[config.mk]
export PLATFORM = sky130hd
export DESIGN_NAME = four_wheel_incremental_pid_drive_flat
export DESIGN_NICKNAME = d
export VERILOG_FILES = /design/src/hw/rtl/fwpid_pkg.sv /design/src/hw/rtl/fwpid_if.sv /design/src/hw/rtl/fwpid_csr.sv /design/src/hw/rtl/fwpid_ctrl.sv /design/src/hw/rtl/fwpid_dp.sv /design/src/hw/rtl/four_wheel_incremental_pid_drive.sv /design/src/flat_wrapper.sv
export SDC_FILE = /design/constraint.sdc
export NUM_CORES = 2
export LEC_CHECK = 0
export BUFFER_PORTS_ARGS = -buffer_cell sky130_fd_sc_hd__buf_4
export CAP_MARGIN = 20
export CORE_MARGIN = 2
export CORE_UTILIZATION = 60
export DETAILED_ROUTE_END_ITERATION = 6
export PLACE_DENSITY_LB_ADDON = 0.12
export REMOVE_ABC_BUFFERS = 1
export SLEW_MARGIN = 20
export SYNTH_ARGS = -nofsm -noshare
export SYNTH_HDL_FRONTEND = slang
export SYNTH_SLANG_ARGS = --single-unit
[constraint.sdc]
create_clock -name clock -period 19.7 [get_ports clock]
set_input_delay 1.97 -clock clock [delete_from_list [all_inputs] [get_ports clock]]
set_output_delay 1.97 -clock clock [all_outputs]
set_load 0.03 [all_outputs]
[src/hw/rtl/fwpid_pkg.sv]
// Shared constants, register codes and control types of the four-wheel PID drive.
package fwpid_pkg;

   localparam int WHEELS        = 4;
   localparam int MAX_WHEELS    = 8;
   localparam int WHEEL_BITS    = (WHEELS > 1) ? $clog2(WHEELS) : 1;
   localparam int COUNT_BITS    = 16;
   localparam int TARGET_BITS   = 24;
   localparam int GAIN_BITS     = 16;
   localparam int PWM_BITS      = 15;
   localparam int MASK_BITS     = 4;
   localparam int ACC_FRAC      = 12;
   localparam int ERR_BITS      = 26;
   localparam int ACC_BITS      = PWM_BITS + ACC_FRAC + 1;
   localparam int CSR_ADDR_BITS = 3;
   localparam int CSR_DATA_BITS = 16;

   localparam logic [GAIN_BITS-1:0] GAIN_P_RESET      = 16'd12800;
   localparam logic [GAIN_BITS-1:0] GAIN_I_RESET      = 16'd9600;
   localparam logic [GAIN_BITS-1:0] GAIN_D_RESET      = 16'd2400;
   localparam logic [GAIN_BITS-1:0] SPEED_SCALE_RESET = 16'd256;
   localparam logic [PWM_BITS-1:0]  PWM_LIMIT_RESET   = 15'd1000;
   localparam logic [MASK_BITS-1:0] INVERT_MASK_RESET = 4'd10;

   typedef enum logic [CSR_ADDR_BITS-1:0] {
      CSR_GAIN_P      = 3'd0,
      CSR_GAIN_I      = 3'd1,
      CSR_GAIN_D      = 3'd2,
      CSR_SPEED_SCALE = 3'd3,
      CSR_PWM_LIMIT   = 3'd4,
      CSR_INVERT_MASK = 3'd5
   } csr_idx_type;

   typedef struct packed {
      logic [GAIN_BITS-1:0] gain_p;
      logic [GAIN_BITS-1:0] gain_i;
      logic [GAIN_BITS-1:0] gain_d;
      logic [GAIN_BITS-1:0] speed_scale;
      logic [PWM_BITS-1:0]  pwm_limit;
      logic [MASK_BITS-1:0] invert_mask;
   } cfg_type;

   typedef enum logic [1:0] {
      MUL_MEAS = 2'd0,
      MUL_P    = 2'd1,
      MUL_I    = 2'd2,
      MUL_D    = 2'd3
   } mul_op_type;

   typedef struct packed {
      logic                  load;
      logic [WHEEL_BITS-1:0] wheel;
      logic                  mul_en;
      mul_op_type            mul_op;
      logic                  err_en;
      logic                  sum_init;
      logic                  sum_add;
      logic                  update;
      logic                  publish;
   } cmd_type;

endpackage

[src/hw/rtl/fwpid_if.sv]
// Handshake channel interfaces: tick item, drive result and register write.
interface fwpid_req_if #(
   parameter int COUNT_BITS = fwpid_pkg::COUNT_BITS
);
   logic                                      valid;
   logic                                      ready;
   logic signed [COUNT_BITS-1:0]              count_a;
   logic signed [COUNT_BITS-1:0]              count_b;
   logic signed [COUNT_BITS-1:0]              count_c;
   logic signed [COUNT_BITS-1:0]              count_d;
   logic signed [fwpid_pkg::TARGET_BITS-1:0]  target_a;
   logic signed [fwpid_pkg::TARGET_BITS-1:0]  target_b;
   logic signed [fwpid_pkg::TARGET_BITS-1:0]  target_c;
   logic signed [fwpid_pkg::TARGET_BITS-1:0]  target_d;

   modport source (
      output valid, count_a, count_b, count_c, count_d,
      output target_a, target_b, target_c, target_d,
      input  ready
   );
   modport sink (
      input  valid, count_a, count_b, count_c, count_d,
      input  target_a, target_b, target_c, target_d,
      output ready
   );
endinterface

interface fwpid_rsp_if;
   logic                             valid;
   logic                             ready;
   logic [fwpid_pkg::PWM_BITS-1:0]   fwd_a;
   logic [fwpid_pkg::PWM_BITS-1:0]   rev_a;
   logic [fwpid_pkg::PWM_BITS-1:0]   fwd_b;
   logic [fwpid_pkg::PWM_BITS-1:0]   rev_b;
   logic [fwpid_pkg::PWM_BITS-1:0]   fwd_c;
   logic [fwpid_pkg::PWM_BITS-1:0]   rev_c;
   logic [fwpid_pkg::PWM_BITS-1:0]   fwd_d;
   logic [fwpid_pkg::PWM_BITS-1:0]   rev_d;

   modport source (
      output valid, fwd_a, rev_a, fwd_b, rev_b, fwd_c, rev_c, fwd_d, rev_d,
      input  ready
   );
   modport sink (
      input  valid, fwd_a, rev_a, fwd_b, rev_b, fwd_c, rev_c, fwd_d, rev_d,
      output ready
   );
endinterface

interface fwpid_csr_if;
   logic                                  valid;
   logic                                  ready;
   logic [fwpid_pkg::CSR_ADDR_BITS-1:0]   index;
   logic [fwpid_pkg::CSR_DATA_BITS-1:0]   data;

   modport source (output valid, index, data, input ready);
   modport sink   (input valid, index, data, output ready);
endinterface

[src/hw/rtl/fwpid_csr.sv]
// Configuration register file: gains, speed scale, PWM limit and invert mask.
module fwpid_csr (
   input  logic                                 clock,
   input  logic                                 reset,
   input  logic                                 csr_valid,
   output logic                                 csr_ready,
   input  logic [fwpid_pkg::CSR_ADDR_BITS-1:0]  csr_index,
   input  logic [fwpid_pkg::CSR_DATA_BITS-1:0]  csr_data,
   output fwpid_pkg::cfg_type                   cfg
);

   fwpid_pkg::cfg_type cfg_ff;
   fwpid_pkg::cfg_type cfg_in;

   assign csr_ready = 1'b1;
   assign cfg       = cfg_ff;

   always_comb begin
      cfg_in = cfg_ff;
      if (csr_valid) begin
         unique case (csr_index)
            fwpid_pkg::CSR_GAIN_P:      cfg_in.gain_p      = csr_data;
            fwpid_pkg::CSR_GAIN_I:      cfg_in.gain_i      = csr_data;
            fwpid_pkg::CSR_GAIN_D:      cfg_in.gain_d      = csr_data;
            fwpid_pkg::CSR_SPEED_SCALE: cfg_in.speed_scale = csr_data;
            fwpid_pkg::CSR_PWM_LIMIT:
               cfg_in.pwm_limit = csr_data[fwpid_pkg::PWM_BITS-1:0];
            fwpid_pkg::CSR_INVERT_MASK:
               cfg_in.invert_mask = csr_data[fwpid_pkg::MASK_BITS-1:0];
            default: ;
         endcase
      end
   end

   always_ff @(posedge clock) begin
      if (reset) begin
         cfg_ff.gain_p      <= fwpid_pkg::GAIN_P_RESET;
         cfg_ff.gain_i      <= fwpid_pkg::GAIN_I_RESET;
         cfg_ff.gain_d      <= fwpid_pkg::GAIN_D_RESET;
         cfg_ff.speed_scale <= fwpid_pkg::SPEED_SCALE_RESET;
         cfg_ff.pwm_limit   <= fwpid_pkg::PWM_LIMIT_RESET;
         cfg_ff.invert_mask <= fwpid_pkg::INVERT_MASK_RESET;
      end else begin
         cfg_ff <= cfg_in;
      end
   end

endmodule

[src/hw/rtl/fwpid_ctrl.sv]
// Sequencer: steps each wheel through measure, error, three products and update.
module fwpid_ctrl (
   input  logic               clock,
   input  logic               reset,
   input  logic               req_valid,
   output logic               req_ready,
   output logic               rsp_valid,
   input  logic               rsp_ready,
   output fwpid_pkg::cmd_type cmd
);

   typedef enum logic [7:0] {
      ST_IDLE = 8'b0000_0001,
      ST_MEAS = 8'b0000_0010,
      ST_ERR  = 8'b0000_0100,
      ST_MULP = 8'b0000_1000,
      ST_MULI = 8'b0001_0000,
      ST_MULD = 8'b0010_0000,
      ST_UPD  = 8'b0100_0000,
      ST_FIN  = 8'b1000_0000
   } state_type;

   state_type                              state_ff;
   state_type                              state_in;
   logic [fwpid_pkg::WHEEL_BITS-1:0]       wheel_ff;
   logic [fwpid_pkg::WHEEL_BITS-1:0]       wheel_in;
   logic                                   rsp_valid_ff;
   logic                                   rsp_valid_in;
   logic                                   last_wheel;
   logic                                   out_free;

   assign last_wheel = (wheel_ff == fwpid_pkg::WHEEL_BITS'(fwpid_pkg::WHEELS - 1));
   assign out_free   = !rsp_valid_ff || rsp_ready;
   assign req_ready  = (state_ff == ST_IDLE);
   assign rsp_valid  = rsp_valid_ff;

   always_comb begin
      state_in     = state_ff;
      wheel_in     = wheel_ff;
      cmd          = '0;
      cmd.wheel    = wheel_ff;
      cmd.mul_op   = fwpid_pkg::MUL_MEAS;
      unique case (state_ff)
         ST_IDLE: begin
            if (req_valid) begin
               cmd.load = 1'b1;
               wheel_in = '0;
               state_in = ST_MEAS;
            end
         end
         ST_MEAS: begin
            cmd.mul_en = 1'b1;
            cmd.mul_op = fwpid_pkg::MUL_MEAS;
            state_in   = ST_ERR;
         end
         ST_ERR: begin
            cmd.err_en = 1'b1;
            state_in   = ST_MULP;
         end
         ST_MULP: begin
            cmd.mul_en = 1'b1;
            cmd.mul_op = fwpid_pkg::MUL_P;
            state_in   = ST_MULI;
         end
         ST_MULI: begin
            cmd.mul_en   = 1'b1;
            cmd.mul_op   = fwpid_pkg::MUL_I;
            cmd.sum_init = 1'b1;
            state_in     = ST_MULD;
         end
         ST_MULD: begin
            cmd.mul_en  = 1'b1;
            cmd.mul_op  = fwpid_pkg::MUL_D;
            cmd.sum_add = 1'b1;
            state_in    = ST_UPD;
         end
         ST_UPD: begin
            cmd.update = 1'b1;
            if (last_wheel) begin
               state_in = ST_FIN;
            end else begin
               wheel_in = wheel_ff + fwpid_pkg::WHEEL_BITS'(1);
               state_in = ST_MEAS;
            end
         end
         ST_FIN: begin
            if (out_free) begin
               cmd.publish = 1'b1;
               state_in    = ST_IDLE;
            end
         end
         default: state_in = ST_IDLE;
      endcase
   end

   always_comb begin
      if (cmd.publish) begin
         rsp_valid_in = 1'b1;
      end else begin
         rsp_valid_in = rsp_valid_ff && !rsp_ready;
      end
   end

   always_ff @(posedge clock) begin
      if (reset) begin
         state_ff     <= ST_IDLE;
         wheel_ff     <= '0;
         rsp_valid_ff <= 1'b0;
      end else begin
         state_ff     <= state_in;
         wheel_ff     <= wheel_in;
         rsp_valid_ff <= rsp_valid_in;
      end
   end

`ifndef SYNTHESIS
   assert property (@(posedge clock) disable iff (reset)
      cmd.publish |-> (!rsp_valid_ff || rsp_ready))
      else $error("result published over an untaken beat");

   assert property (@(posedge clock) disable iff (reset)
      cmd.load |=> (state_ff == ST_MEAS && wheel_ff == '0))
      else $error("item start did not begin at the first wheel");

   assert property (@(posedge clock) disable iff (reset)
      (cmd.update && last_wheel) |=> (state_ff == ST_FIN))
      else $error("last wheel update did not lead to result stage");

   assert property (@(posedge clock) disable iff (reset)
      $rose(rsp_valid_ff) |-> $past(cmd.publish))
      else $error("result valid raised without a publish");
`endif

endmodule

[src/hw/rtl/fwpid_dp.sv]
// Datapath: item and state registers, shared multiplier, accumulator clamp and PWM split.
module fwpid_dp #(
   parameter int COUNT_BITS = fwpid_pkg::COUNT_BITS
) (
   input  logic                                    clock,
   input  logic                                    reset,
   input  fwpid_pkg::cmd_type                      cmd,
   input  fwpid_pkg::cfg_type                      cfg,
   input  logic signed [COUNT_BITS-1:0]            item_count  [fwpid_pkg::WHEELS],
   input  logic signed [fwpid_pkg::TARGET_BITS-1:0] item_target [fwpid_pkg::WHEELS],
   output logic [fwpid_pkg::PWM_BITS-1:0]          rsp_fwd     [fwpid_pkg::WHEELS],
   output logic [fwpid_pkg::PWM_BITS-1:0]          rsp_rev     [fwpid_pkg::WHEELS]
);

   localparam int TB         = fwpid_pkg::TARGET_BITS;
   localparam int EB         = fwpid_pkg::ERR_BITS;
   localparam int AB         = fwpid_pkg::ACC_BITS;
   localparam int PB         = fwpid_pkg::PWM_BITS;
   localparam int NW         = fwpid_pkg::WHEELS;
   localparam int GB         = fwpid_pkg::GAIN_BITS + 1;
   localparam int D1_BITS    = EB + 1;
   localparam int D2_BITS    = EB + 2;
   localparam int MUL_A_BITS = (COUNT_BITS > D2_BITS) ? COUNT_BITS : D2_BITS;
   localparam int PROD_BITS  = MUL_A_BITS + GB;
   localparam int SUM_BITS   = PROD_BITS + 2;

   localparam logic signed [PROD_BITS-1:0] MEAS_MAX =
      PROD_BITS'((64'sd1 <<< (TB - 1)) - 64'sd1);
   localparam logic signed [PROD_BITS-1:0] MEAS_MIN = -MEAS_MAX - PROD_BITS'(1);

   logic signed [COUNT_BITS-1:0]   count_ff   [NW];
   logic signed [TB-1:0]           target_ff  [NW];
   logic signed [AB-1:0]           acc_ff     [NW];
   logic signed [EB-1:0]           e1_ff      [NW];
   logic signed [EB-1:0]           e2_ff      [NW];
   logic [PB-1:0]                  work_fwd_ff[NW];
   logic [PB-1:0]                  work_rev_ff[NW];
   logic [PB-1:0]                  rsp_fwd_ff [NW];
   logic [PB-1:0]                  rsp_rev_ff [NW];

   logic signed [PROD_BITS-1:0]    prod_ff;
   logic signed [PROD_BITS-1:0]    prod_in;
   logic signed [SUM_BITS-1:0]     sum_ff;
   logic signed [SUM_BITS-1:0]     sum_in;
   logic signed [EB-1:0]           err_ff;
   logic signed [D1_BITS-1:0]      d1_ff;
   logic signed [D2_BITS-1:0]      d2_ff;

   logic [fwpid_pkg::MAX_WHEELS-1:0] mask_wide;
   logic signed [TB-1:0]           meas_sat;
   logic signed [TB:0]             tgt;
   logic signed [EB-1:0]           err;
   logic signed [EB-1:0]           e1;
   logic signed [D1_BITS-1:0]      d1;
   logic signed [D2_BITS-1:0]      d2;
   logic signed [MUL_A_BITS-1:0]   mul_a;
   logic signed [GB-1:0]           mul_b;
   logic signed [SUM_BITS-1:0]     total;
   logic signed [SUM_BITS-1:0]     lim;
   logic signed [SUM_BITS-1:0]     clamped;
   logic signed [AB-1:0]           acc_new;
   logic signed [AB-1:0]           acc_mag;
   logic [PB-1:0]                  fwd_new;
   logic [PB-1:0]                  rev_new;

   assign mask_wide = {{(fwpid_pkg::MAX_WHEELS - fwpid_pkg::MASK_BITS){1'b0}},
                       cfg.invert_mask};

   always_comb begin
      if (prod_ff > MEAS_MAX) begin
         meas_sat = {1'b0, {(TB - 1){1'b1}}};
      end else if (prod_ff < MEAS_MIN) begin
         meas_sat = {1'b1, {(TB - 1){1'b0}}};
      end else begin
         meas_sat = prod_ff[TB-1:0];
      end
      tgt = (TB + 1)'(target_ff[cmd.wheel]);
      if (mask_wide[cmd.wheel]) begin
         tgt = -tgt;
      end
      err = EB'(tgt) - EB'(meas_sat);
      e1  = e1_ff[cmd.wheel];
      d1  = D1_BITS'(err) - D1_BITS'(e1);
      d2  = D2_BITS'(err) - (D2_BITS'(e1) <<< 1) + D2_BITS'(e2_ff[cmd.wheel]);
   end

   always_comb begin
      case (cmd.mul_op)
         fwpid_pkg::MUL_MEAS: begin
            mul_a = MUL_A_BITS'(count_ff[cmd.wheel]);
            mul_b = $signed({1'b0, cfg.speed_scale});
         end
         fwpid_pkg::MUL_P: begin
            mul_a = MUL_A_BITS'(d1_ff);
            mul_b = $signed({1'b0, cfg.gain_p});
         end
         fwpid_pkg::MUL_I: begin
            mul_a = MUL_A_BITS'(err_ff);
            mul_b = $signed({1'b0, cfg.gain_i});
         end
         fwpid_pkg::MUL_D: begin
            mul_a = MUL_A_BITS'(d2_ff);
            mul_b = $signed({1'b0, cfg.gain_d});
         end
         default: begin
            mul_a = '0;
            mul_b = '0;
         end
      endcase
      prod_in = PROD_BITS'(mul_a) * PROD_BITS'(mul_b);
   end

   always_comb begin
      if (cmd.sum_init) begin
         sum_in = SUM_BITS'(acc_ff[cmd.wheel]) + SUM_BITS'(prod_ff);
      end else begin
         sum_in = sum_ff + SUM_BITS'(prod_ff);
      end
   end

   always_comb begin
      total = sum_ff + SUM_BITS'(prod_ff);
      lim   = $signed(SUM_BITS'({cfg.pwm_limit, {fwpid_pkg::ACC_FRAC{1'b0}}}));
      if (total > lim) begin
         clamped = lim;
      end else if (total < -lim) begin
         clamped = -lim;
      end else begin
         clamped = total;
      end
      acc_new = AB'(clamped);
      acc_mag = -acc_new;
      if (acc_new > AB'(0)) begin
         fwd_new = acc_new[fwpid_pkg::ACC_FRAC +: PB];
         rev_new = '0;
      end else begin
         fwd_new = '0;
         rev_new = acc_mag[fwpid_pkg::ACC_FRAC +: PB];
      end
   end

   always_ff @(posedge clock) begin
      if (cmd.load) begin
         count_ff  <= item_count;
         target_ff <= item_target;
      end
      if (cmd.mul_en) begin
         prod_ff <= prod_in;
      end
      if (cmd.sum_init || cmd.sum_add) begin
         sum_ff <= sum_in;
      end
      if (cmd.err_en) begin
         err_ff <= err;
         d1_ff  <= d1;
         d2_ff  <= d2;
      end
      if (cmd.update) begin
         work_fwd_ff[cmd.wheel] <= fwd_new;
         work_rev_ff[cmd.wheel] <= rev_new;
      end
      if (cmd.publish) begin
         rsp_fwd_ff <= work_fwd_ff;
         rsp_rev_ff <= work_rev_ff;
      end
   end

   always_ff @(posedge clock) begin
      if (reset) begin
         for (int i = 0; i < NW; i++) begin
            acc_ff[i] <= '0;
            e1_ff[i]  <= '0;
            e2_ff[i]  <= '0;
         end
      end else if (cmd.update) begin
         acc_ff[cmd.wheel] <= acc_new;
         e2_ff[cmd.wheel]  <= e1_ff[cmd.wheel];
         e1_ff[cmd.wheel]  <= err_ff;
      end
   end

   assign rsp_fwd = rsp_fwd_ff;
   assign rsp_rev = rsp_rev_ff;

endmodule

[src/hw/rtl/four_wheel_incremental_pid_drive.sv]
// Top level of the four-wheel incremental PID drive: channels, sequencer and datapath.
//
//   channel   direction  payload
//   req_ch    in         count_a..count_d, target_a..target_d (one control tick)
//   rsp_ch    out        fwd_a/rev_a .. fwd_d/rev_d PWM compare values
//   csr_ch    in         index, data (register write, always ready)
//
// Each item takes an accept step, then per wheel the steps through the single
// shared 28x17 multiplier (measure, error, P, I, D, update), then a publish step.
// Reset returns registers to defaults and clears accumulators and error history.
// A finished beat waits in the output register; the next item is accepted and
// computed meanwhile, then holds in the publish stage until that beat is taken.
module four_wheel_incremental_pid_drive #(
   parameter int COUNT_BITS = fwpid_pkg::COUNT_BITS
) (
   input  logic      clock,
   input  logic      reset,
   fwpid_req_if.sink   req_ch,
   fwpid_rsp_if.source rsp_ch,
   fwpid_csr_if.sink   csr_ch
);

   fwpid_pkg::cmd_type                        cmd;
   fwpid_pkg::cfg_type                        cfg;
   logic signed [COUNT_BITS-1:0]              item_count  [fwpid_pkg::WHEELS];
   logic signed [fwpid_pkg::TARGET_BITS-1:0]  item_target [fwpid_pkg::WHEELS];
   logic [fwpid_pkg::PWM_BITS-1:0]            rsp_fwd     [fwpid_pkg::WHEELS];
   logic [fwpid_pkg::PWM_BITS-1:0]            rsp_rev     [fwpid_pkg::WHEELS];

   assign item_count[0]  = COUNT_BITS'(req_ch.count_a);
   assign item_count[1]  = COUNT_BITS'(req_ch.count_b);
   assign item_count[2]  = COUNT_BITS'(req_ch.count_c);
   assign item_count[3]  = COUNT_BITS'(req_ch.count_d);
   assign item_target[0] = req_ch.target_a;
   assign item_target[1] = req_ch.target_b;
   assign item_target[2] = req_ch.target_c;
   assign item_target[3] = req_ch.target_d;

   assign rsp_ch.fwd_a = rsp_fwd[0];
   assign rsp_ch.rev_a = rsp_rev[0];
   assign rsp_ch.fwd_b = rsp_fwd[1];
   assign rsp_ch.rev_b = rsp_rev[1];
   assign rsp_ch.fwd_c = rsp_fwd[2];
   assign rsp_ch.rev_c = rsp_rev[2];
   assign rsp_ch.fwd_d = rsp_fwd[3];
   assign rsp_ch.rev_d = rsp_rev[3];

   fwpid_csr u_csr (
      .clock     (clock),
      .reset     (reset),
      .csr_valid (csr_ch.valid),
      .csr_ready (csr_ch.ready),
      .csr_index (csr_ch.index),
      .csr_data  (csr_ch.data),
      .cfg       (cfg)
   );

   fwpid_ctrl u_ctrl (
      .clock     (clock),
      .reset     (reset),
      .req_valid (req_ch.valid),
      .req_ready (req_ch.ready),
      .rsp_valid (rsp_ch.valid),
      .rsp_ready (rsp_ch.ready),
      .cmd       (cmd)
   );

   fwpid_dp #(
      .COUNT_BITS (COUNT_BITS)
   ) u_dp (
      .clock       (clock),
      .reset       (reset),
      .cmd         (cmd),
      .cfg         (cfg),
      .item_count  (item_count),
      .item_target (item_target),
      .rsp_fwd     (rsp_fwd),
      .rsp_rev     (rsp_rev)
   );

endmodule
[src/flat_wrapper.sv]
// flat-port wrapper written by rule: the top's interface ports become plain ports
module four_wheel_incremental_pid_drive_flat 
#(
   parameter int COUNT_BITS = fwpid_pkg::COUNT_BITS
)
  (clock, reset, req_ch_valid, req_ch_count_a, req_ch_count_b, req_ch_count_c, req_ch_count_d, req_ch_target_a, req_ch_target_b, req_ch_target_c, req_ch_target_d, req_ch_ready, rsp_ch_valid, rsp_ch_fwd_a, rsp_ch_rev_a, rsp_ch_fwd_b, rsp_ch_rev_b, rsp_ch_fwd_c, rsp_ch_rev_c, rsp_ch_fwd_d, rsp_ch_rev_d, rsp_ch_ready, csr_ch_valid, csr_ch_index, csr_ch_data, csr_ch_ready);
  fwpid_req_if #(.COUNT_BITS(COUNT_BITS)) req_ch_i ();
  fwpid_rsp_if rsp_ch_i ();
  fwpid_csr_if csr_ch_i ();
  input  logic clock;
  input  logic reset;
  input wire logic [$bits(req_ch_i.valid)-1:0] req_ch_valid;
  input wire logic [$bits(req_ch_i.count_a)-1:0] req_ch_count_a;
  input wire logic [$bits(req_ch_i.count_b)-1:0] req_ch_count_b;
  input wire logic [$bits(req_ch_i.count_c)-1:0] req_ch_count_c;
  input wire logic [$bits(req_ch_i.count_d)-1:0] req_ch_count_d;
  input wire logic [$bits(req_ch_i.target_a)-1:0] req_ch_target_a;
  input wire logic [$bits(req_ch_i.target_b)-1:0] req_ch_target_b;
  input wire logic [$bits(req_ch_i.target_c)-1:0] req_ch_target_c;
  input wire logic [$bits(req_ch_i.target_d)-1:0] req_ch_target_d;
  output wire logic [$bits(req_ch_i.ready)-1:0] req_ch_ready;
  output wire logic [$bits(rsp_ch_i.valid)-1:0] rsp_ch_valid;
  output wire logic [$bits(rsp_ch_i.fwd_a)-1:0] rsp_ch_fwd_a;
  output wire logic [$bits(rsp_ch_i.rev_a)-1:0] rsp_ch_rev_a;
  output wire logic [$bits(rsp_ch_i.fwd_b)-1:0] rsp_ch_fwd_b;
  output wire logic [$bits(rsp_ch_i.rev_b)-1:0] rsp_ch_rev_b;
  output wire logic [$bits(rsp_ch_i.fwd_c)-1:0] rsp_ch_fwd_c;
  output wire logic [$bits(rsp_ch_i.rev_c)-1:0] rsp_ch_rev_c;
  output wire logic [$bits(rsp_ch_i.fwd_d)-1:0] rsp_ch_fwd_d;
  output wire logic [$bits(rsp_ch_i.rev_d)-1:0] rsp_ch_rev_d;
  input wire logic [$bits(rsp_ch_i.ready)-1:0] rsp_ch_ready;
  input wire logic [$bits(csr_ch_i.valid)-1:0] csr_ch_valid;
  input wire logic [$bits(csr_ch_i.index)-1:0] csr_ch_index;
  input wire logic [$bits(csr_ch_i.data)-1:0] csr_ch_data;
  output wire logic [$bits(csr_ch_i.ready)-1:0] csr_ch_ready;
  assign req_ch_i.valid = req_ch_valid;
  assign req_ch_i.count_a = req_ch_count_a;
  assign req_ch_i.count_b = req_ch_count_b;
  assign req_ch_i.count_c = req_ch_count_c;
  assign req_ch_i.count_d = req_ch_count_d;
  assign req_ch_i.target_a = req_ch_target_a;
  assign req_ch_i.target_b = req_ch_target_b;
  assign req_ch_i.target_c = req_ch_target_c;
  assign req_ch_i.target_d = req_ch_target_d;
  assign req_ch_ready = req_ch_i.ready;
  assign rsp_ch_valid = rsp_ch_i.valid;
  assign rsp_ch_fwd_a = rsp_ch_i.fwd_a;
  assign rsp_ch_rev_a = rsp_ch_i.rev_a;
  assign rsp_ch_fwd_b = rsp_ch_i.fwd_b;
  assign rsp_ch_rev_b = rsp_ch_i.rev_b;
  assign rsp_ch_fwd_c = rsp_ch_i.fwd_c;
  assign rsp_ch_rev_c = rsp_ch_i.rev_c;
  assign rsp_ch_fwd_d = rsp_ch_i.fwd_d;
  assign rsp_ch_rev_d = rsp_ch_i.rev_d;
  assign rsp_ch_i.ready = rsp_ch_ready;
  assign csr_ch_i.valid = csr_ch_valid;
  assign csr_ch_i.index = csr_ch_index;
  assign csr_ch_i.data = csr_ch_data;
  assign csr_ch_ready = csr_ch_i.ready;
  four_wheel_incremental_pid_drive #(.COUNT_BITS(COUNT_BITS)) u_core (.clock(clock), .reset(reset), .req_ch(req_ch_i), .rsp_ch(rsp_ch_i), .csr_ch(csr_ch_i));
endmodule
After elaboration in Yosys (flattened, before gate mapping)
Memory sizes are Yosys's and may differ from the RTL's. A register that Yosys moved wholly into a read port is not among the register bits.
Cells that the tools add are included.
W data, S select, Z words.
- register bits: 667
- bits in writable memories: 320
- input port bits: 184
- output and inout port bits: 123
- memories: 3
- memories (memory ; words ; bits a word ; read ports ; clocked after memory_dff ; write ports ; line ; source):
    u_core.u_dp.acc_ff ; 4 ; 28 ; 1 ; 1 ; 4 ; fwpid_dp.sv:33 ; logic signed [AB-1:0] acc_ff [NW];
    u_core.u_dp.e1_ff ; 4 ; 26 ; 1 ; 1 ; 4 ; fwpid_dp.sv:34 ; logic signed [EB-1:0] e1_ff [NW];
    u_core.u_dp.e2_ff ; 4 ; 26 ; 1 ; 1 ; 4 ; fwpid_dp.sv:35 ; logic signed [EB-1:0] e2_ff [NW];
- add/sub/neg operators: 10
- multiply operators: 1
- order comparisons: 8
- equal/unequal tests: 20
- muxes and demuxes: 59
- bitwise gates (word level): 1
- reductions and logical operators: 20
- operator list (kind ; count):
    $bwmux W60 ; 2
    $pmux W28 S4 ; 1
    $mux W24 ; 4
    $mux W28 ; 3
    $pmux W17 S4 ; 1
    $pmux W8 S8 ; 1
    $mux W26 ; 2
    $reduce_or A26 Y1 ; 2
    $bmux W24 S2 ; 1
    $add A47 B45 Y47 ; 1
    $gt A47 B28 Y1 ; 1
    $lt A47 B47 Y1 ; 1
    $mux W47 ; 1
    $neg A27 Y47 ; 1
    $add A28 B45 Y46 ; 1
    $gt A45 B24 Y1 const B ; 1
    $lt A45 B24 Y1 const B ; 1
    $mul A28 B17 Y45 ; 1
    $mux W15 ; 3
    $bmux W16 S2 ; 1
    $mux W16 ; 2
    $demux W15 S2 ; 1
    $add A28 B26 Y28 ; 1
    $gt A28 B1 Y1 const B ; 1
    other kinds (40) ; 84

Longest topological paths before layout
- depth after elaboration: 9
- depth in mapped cells: 38

Modules after synthesis
Synthesis repeated with hierarchy kept, for this count alone.
- cells, all modules: 5550
- area total of the unflattened synthesis: 64618.2 um^2
- modules (own cells, without submodules) (module ; times used ; cells an instance ; area each (um^2) ; seq. area each (um^2)):
    fwpid_dp ; 1 ; 5165 ; 60625.6 ; 26815.7
    fwpid_csr ; 1 ; 311 ; 3350.7 ; 1661.6
    fwpid_ctrl ; 1 ; 74 ; 641.9 ; 220.2

Worst setup path after synthesis
Ideal clock, no wire load.
- path type: reg-to-reg
- start: register u_core.u_ctrl.state_ff[7]
- end: register u_core.u_dp.prod_ff[43] (data pin)
- data arrival time: 10.200 ns
- required time: 19.442 ns
- slack: 9.243 ns
- stages on the path, launching flop included: 36
- path buffers: 2
- period minus slack after synthesis: 10.457 ns
- path through: dfxtp_1 -> or4_1 -> nor3_1 -> and3b_1 -> clkbuf_1 -> nor2_1 -> inv_1 -> clkbuf_1 -> nor2_1 -> o22ai_1 -> nor2_1 -> fa_1 -> inv_1 -> fa_1 -> inv_1 -> fa_1 -> fa_1 -> fa_1 -> inv_1 -> fa_1 -> inv_1 -> ha_1 -> o21a_1 -> o21ai_0 -> o21bai_1 -> a21oi_1 -> nor3b_1 -> a211oi_1 -> o31ai_1 -> o21ai_1 -> o41a_1 -> a41oi_1 -> a21oi_1 -> a21o_1 -> a21oi_1 -> xnor2_1
- cells in the longest elaborated chain, start to end: 5
- elaborated cells on any way between the ends: 12
- classes of those cells: mul (1); eq/ne (7); mux (3); reduce/logical (1)
- RTL lines (element ; line ; source):
    start, declared ; fwpid_ctrl.sv:23 ; state_type state_ff;
    start signal, assigned ; fwpid_ctrl.sv:110 ; state_ff <= state_in;
    $eq A8 B6 Y1, or another cell as far along ; fwpid_ctrl.sv:43 ; unique case (state_ff)
    $pmux W3 S4 (*) ; fwpid_ctrl.sv:43 ;
    $eq A2 B2 Y1, or another cell as far along ; fwpid_dp.sv:88 ; case (cmd.mul_op)
    $pmux W28 S4 or $pmux W17 S4 (tied branches) ; fwpid_dp.sv:88 ;
    $mul A28 B17 Y45 (*) ; fwpid_dp.sv:110 ; prod_in = PROD_BITS'(mul_a) * PROD_BITS'(mul_b);
    named net u_core.u_dp.prod_in[43] ; fwpid_dp.sv:42 ; logic signed [PROD_BITS-1:0] prod_in;
    end signal, assigned ; fwpid_dp.sv:148 ; prod_ff <= prod_in;
    end, declared ; fwpid_dp.sv:41 ; logic signed [PROD_BITS-1:0] prod_ff;
The timed path passes the listed nets; every way through them passes the cells marked *. The select of a mux whose other input is x is not followed.
A chain may end at the register's enable or synchronous reset.

Worst setup path in the final report
Ends and elaborated chain as after synthesis.

==> metrics.txt <==
Setup Skew=slightly above 90 ps; floorplan core area=105700 um2; Top Family by Delay on Critical Path=compound AO/OA/AOI/OAI gates; NumNets Final=6997; Final TNS setup=0 ps; min cycle time layout=~11000 ps; worst path required time=between 20000 and 25000 ps; Placer Congestion=approximately 0.98; Critical Path AT=roughly 11000 ps; hold path start=u_core.u_dp.work_fwd_ff[24]; Power Total=around 7.2 mW; Reg2Reg Depth=36; Max VDD drop=roughly 0.089 mV; RSZ-0062 raised after global routing=false; setup ws final=~8700 ps; Seq cells post-synth=989; Synth top area share=between 40% and 50%; final worst path period share=55.93%; Clock Latency Late Sink=between 700 and 800 ps; clock transition at the registers of the reported paths=approximately 60 ps; area of the multi-input gates=roughly 32000 um2; antenna violations before repair=7; Root Buffer=clkbuf_16; Synth Flop Type=edfxtp_1; Remaining DRCs=0; worst r2r src=u_core.u_ctrl.state_ff[7]; Tightest Pin Transition=between 1000 and 1500 ps; worst min-delay path category=reg2reg; Critical-path top delay cell=o22ai_1; fmax=between 90 and 100 MHz; Max clock buf depth=3; GRT overflow=0; Critical Path Start Type=flop; number of CTS-inserted buffers=just under 100; Worst Path Buf+Inv=7; CTS tree=done; DP Worst Slack=8847 ps; GRT Util Overall=between 30 and 40%; Setup Crit Path Kind=reg2reg; final setup violation count=0; CP endpoint kind=flop; postcts setup bufs=0; H-tree depth=3; most common cell in the netlist=edfxtp_1; Area contributors post-synth=edfxtp_1 42%, fa_1 14%, ha_1 6.5%, mux4_2 4.2%, inv_1 3.9%; post-synth cell types=90; register area=roughly 29000 um2; synthesized area=about 64000 um2; area leader, netlist=edfxtp_1; Vias=between 40000 and 50000; Hold Vio Cnt, Final=0; chip height=around 330 um; CTS Hold Bufs=0; cell mode on critical path=fa_1; drt pass-1 iters=6; Fillers=7951; P&R area growth vs syn=11.54%; outcome=finished, final reports clean; Clock Sink Count=about 1000; max-slew violation count=0; Via density=between 6 and 7; Post-CTS Resized=0; Post-synth EDFFs=just under 900; Initial Util=between 60% and 70%; chip width=roughly 330 um; R2R Path End=u_core.u_dp.prod_ff[43]; Max Cap Violations=0; largest stage delay on the critical path=between 700 and 800 ps; synth cell count leaders=893 x edfxtp_1, 662 x inv_1, 644 x nand2_1; largest net degree at the start of global routing=between 90 and 100; proportion of layout cells with a drive suffix above 1=about an eighth; largest fanout on the critical path=a little under 60; Synth async-reset ratio=0%; row cnt=between 100 and 150; die area=about 110000 um2; buffers added on ports=just over 300; first-pass GRT wire length=roughly 280 mm; Syn Inst Count=approximately 5700; headroom to the max-slew limit=between 20% and 30%; sequential element share of the synthesized area=between 40% and 50%; P_leak=29.29 nW; hold path cells=0; post-DP HPWL=134.7 mm; Final ANT Viol Nets=0; Yosys warnings=0; Avg Cell Area, Syn=approximately 11 um2; Routed WL=between 150 and 200 mm; WL per Instance=roughly 24 um; vias in the first global route=roughly 45000; I/O pin count=just over 300; Cell Pwr Density=approximately 100 nW/um2; initial DRC count=4555; r2r setup slk=roughly 8700 ps; Hold Path End=u_core.u_dp.rsp_fwd[24]
sequential cells by signal, summed over array words and instances (netlist names), 60 cells and up, named ones only:
signal	flops
u_core.u_csr.cfg	83
u_core.u_dp.work_rev_ff	60
u_core.u_dp.work_fwd_ff	60
u_core.u_dp.e2_ff	104
u_core.u_dp.target_ff	96
u_core.u_dp.rsp_rev	60
u_core.u_dp.count_ff	64
u_core.u_dp.acc_ff	112
u_core.u_dp.e1_ff	104
u_core.u_dp.rsp_fwd	60
power breakdown:
part           leakage (nW)  internal [mW]  switching, mW
sequential             9.33           2.58         0.0649
combinational          18.3          0.953           1.69
clock                  1.62           1.08          0.846
total                  29.3           4.62           2.60
logic make-up after synthesis:
family	share of synthesized area (%)
XOR/XNOR	2.839
buffers and inverters	5.070
flip-flops	44.79
AO/OA/AOI/OAI	8.748
AND/OR/NAND/NOR	12.99
other	0.005845
adder cells (fa/ha/maj)	20.98
multiplexers	4.577
per-stage QoR:
stage	area [um2]	utilization [%]	cells	hold WS, ps
global placement	68170	64.49	7305	400.6
global route	71560	67.69	7494	398.9
detailed placement	68180	64.49	7305	404.5
CTS	71550	67.68	7491	368.4
finish	71570	67.70	7498	370.7
floorplan	63390	-	5537	400.3
area by class of cell:
class | instances | area share [%]
well taps | 1391 | 2.432
clock buffers | 117 | 3.584
clock inverters | 69 | 1.121
inverters | 662 | 3.474
repair buffers | 377 | 3.955
flip-flops and latches | 989 | 40.17
multi-input cells | 3886 | 45.24
diodes | 7 | 0.02448
worst max path at each step:
stage | cells past startpoint | to | start
global route | 35 | u_core.u_dp.prod_ff[43] | u_core.u_ctrl.state_ff[7]
CTS | 34 | u_core.u_dp.prod_ff[43] | u_core.u_ctrl.state_ff[7]
floorplan | 34 | u_core.u_dp.prod_ff[43] | u_core.u_ctrl.state_ff[7]
detailed placement | 34 | u_core.u_dp.prod_ff[43] | u_core.u_ctrl.state_ff[7]
global placement | 34 | u_core.u_dp.prod_ff[43] | u_core.u_ctrl.state_ff[7]
finish | 36 | u_core.u_dp.prod_ff[43] | u_core.u_ctrl.state_ff[7]
worst reg2reg max path, delay by kind of cell, from the launching register on:
kind / cells / cell delay (ps)
DFF: 1 / 350
AOI/OAI and AO/OA: 10 / 3370
xor gates and xnor gates: 1 / 80
adders and majority gates: 7 / 3240
and+or+nand+nor: 11 / 2490
buffers and inverters: 7 / 1210
placed cells by master, fill, tap and decap left out, drive strengths merged, types with 15 or more instances in the layout:
master / n
edfxtp: 893
inv: 665
nand2: 644
nor2: 638
fa: 463
buf: 377
ha: 335
a21oi: 302
o21ai: 201
xnor2: 150
and2: 132
mux4: 120
clkbuf: 117
dfxtp: 96
a21o: 80
nor3: 77
nand3: 69
xor2: 58
clkinv: 49
nor2b: 45
nand2b: 36
nand4: 34
or3: 34
o21a: 30
and3: 30
nand3b: 30
o21bai: 30
a211oi: 25
a31oi: 25
nor4: 22
o211ai: 21
or2: 18
mux2i: 17
a41oi: 16
a22oi: 15
o31ai: 15
per-layer routing:
layer	wire length, um	vias to the layer above	GRT usage (%)	part of all wire [%]
met2	85500	2254	54.55	47
met5	0	-	0	0
met1	70600	22350	44.81	39
met3	15850	421	5.787	8.7
met4	9718	0	15.72	5.3
li1	-	20390	-	-
No activity file was read; power rests on OpenSTA's default activity.
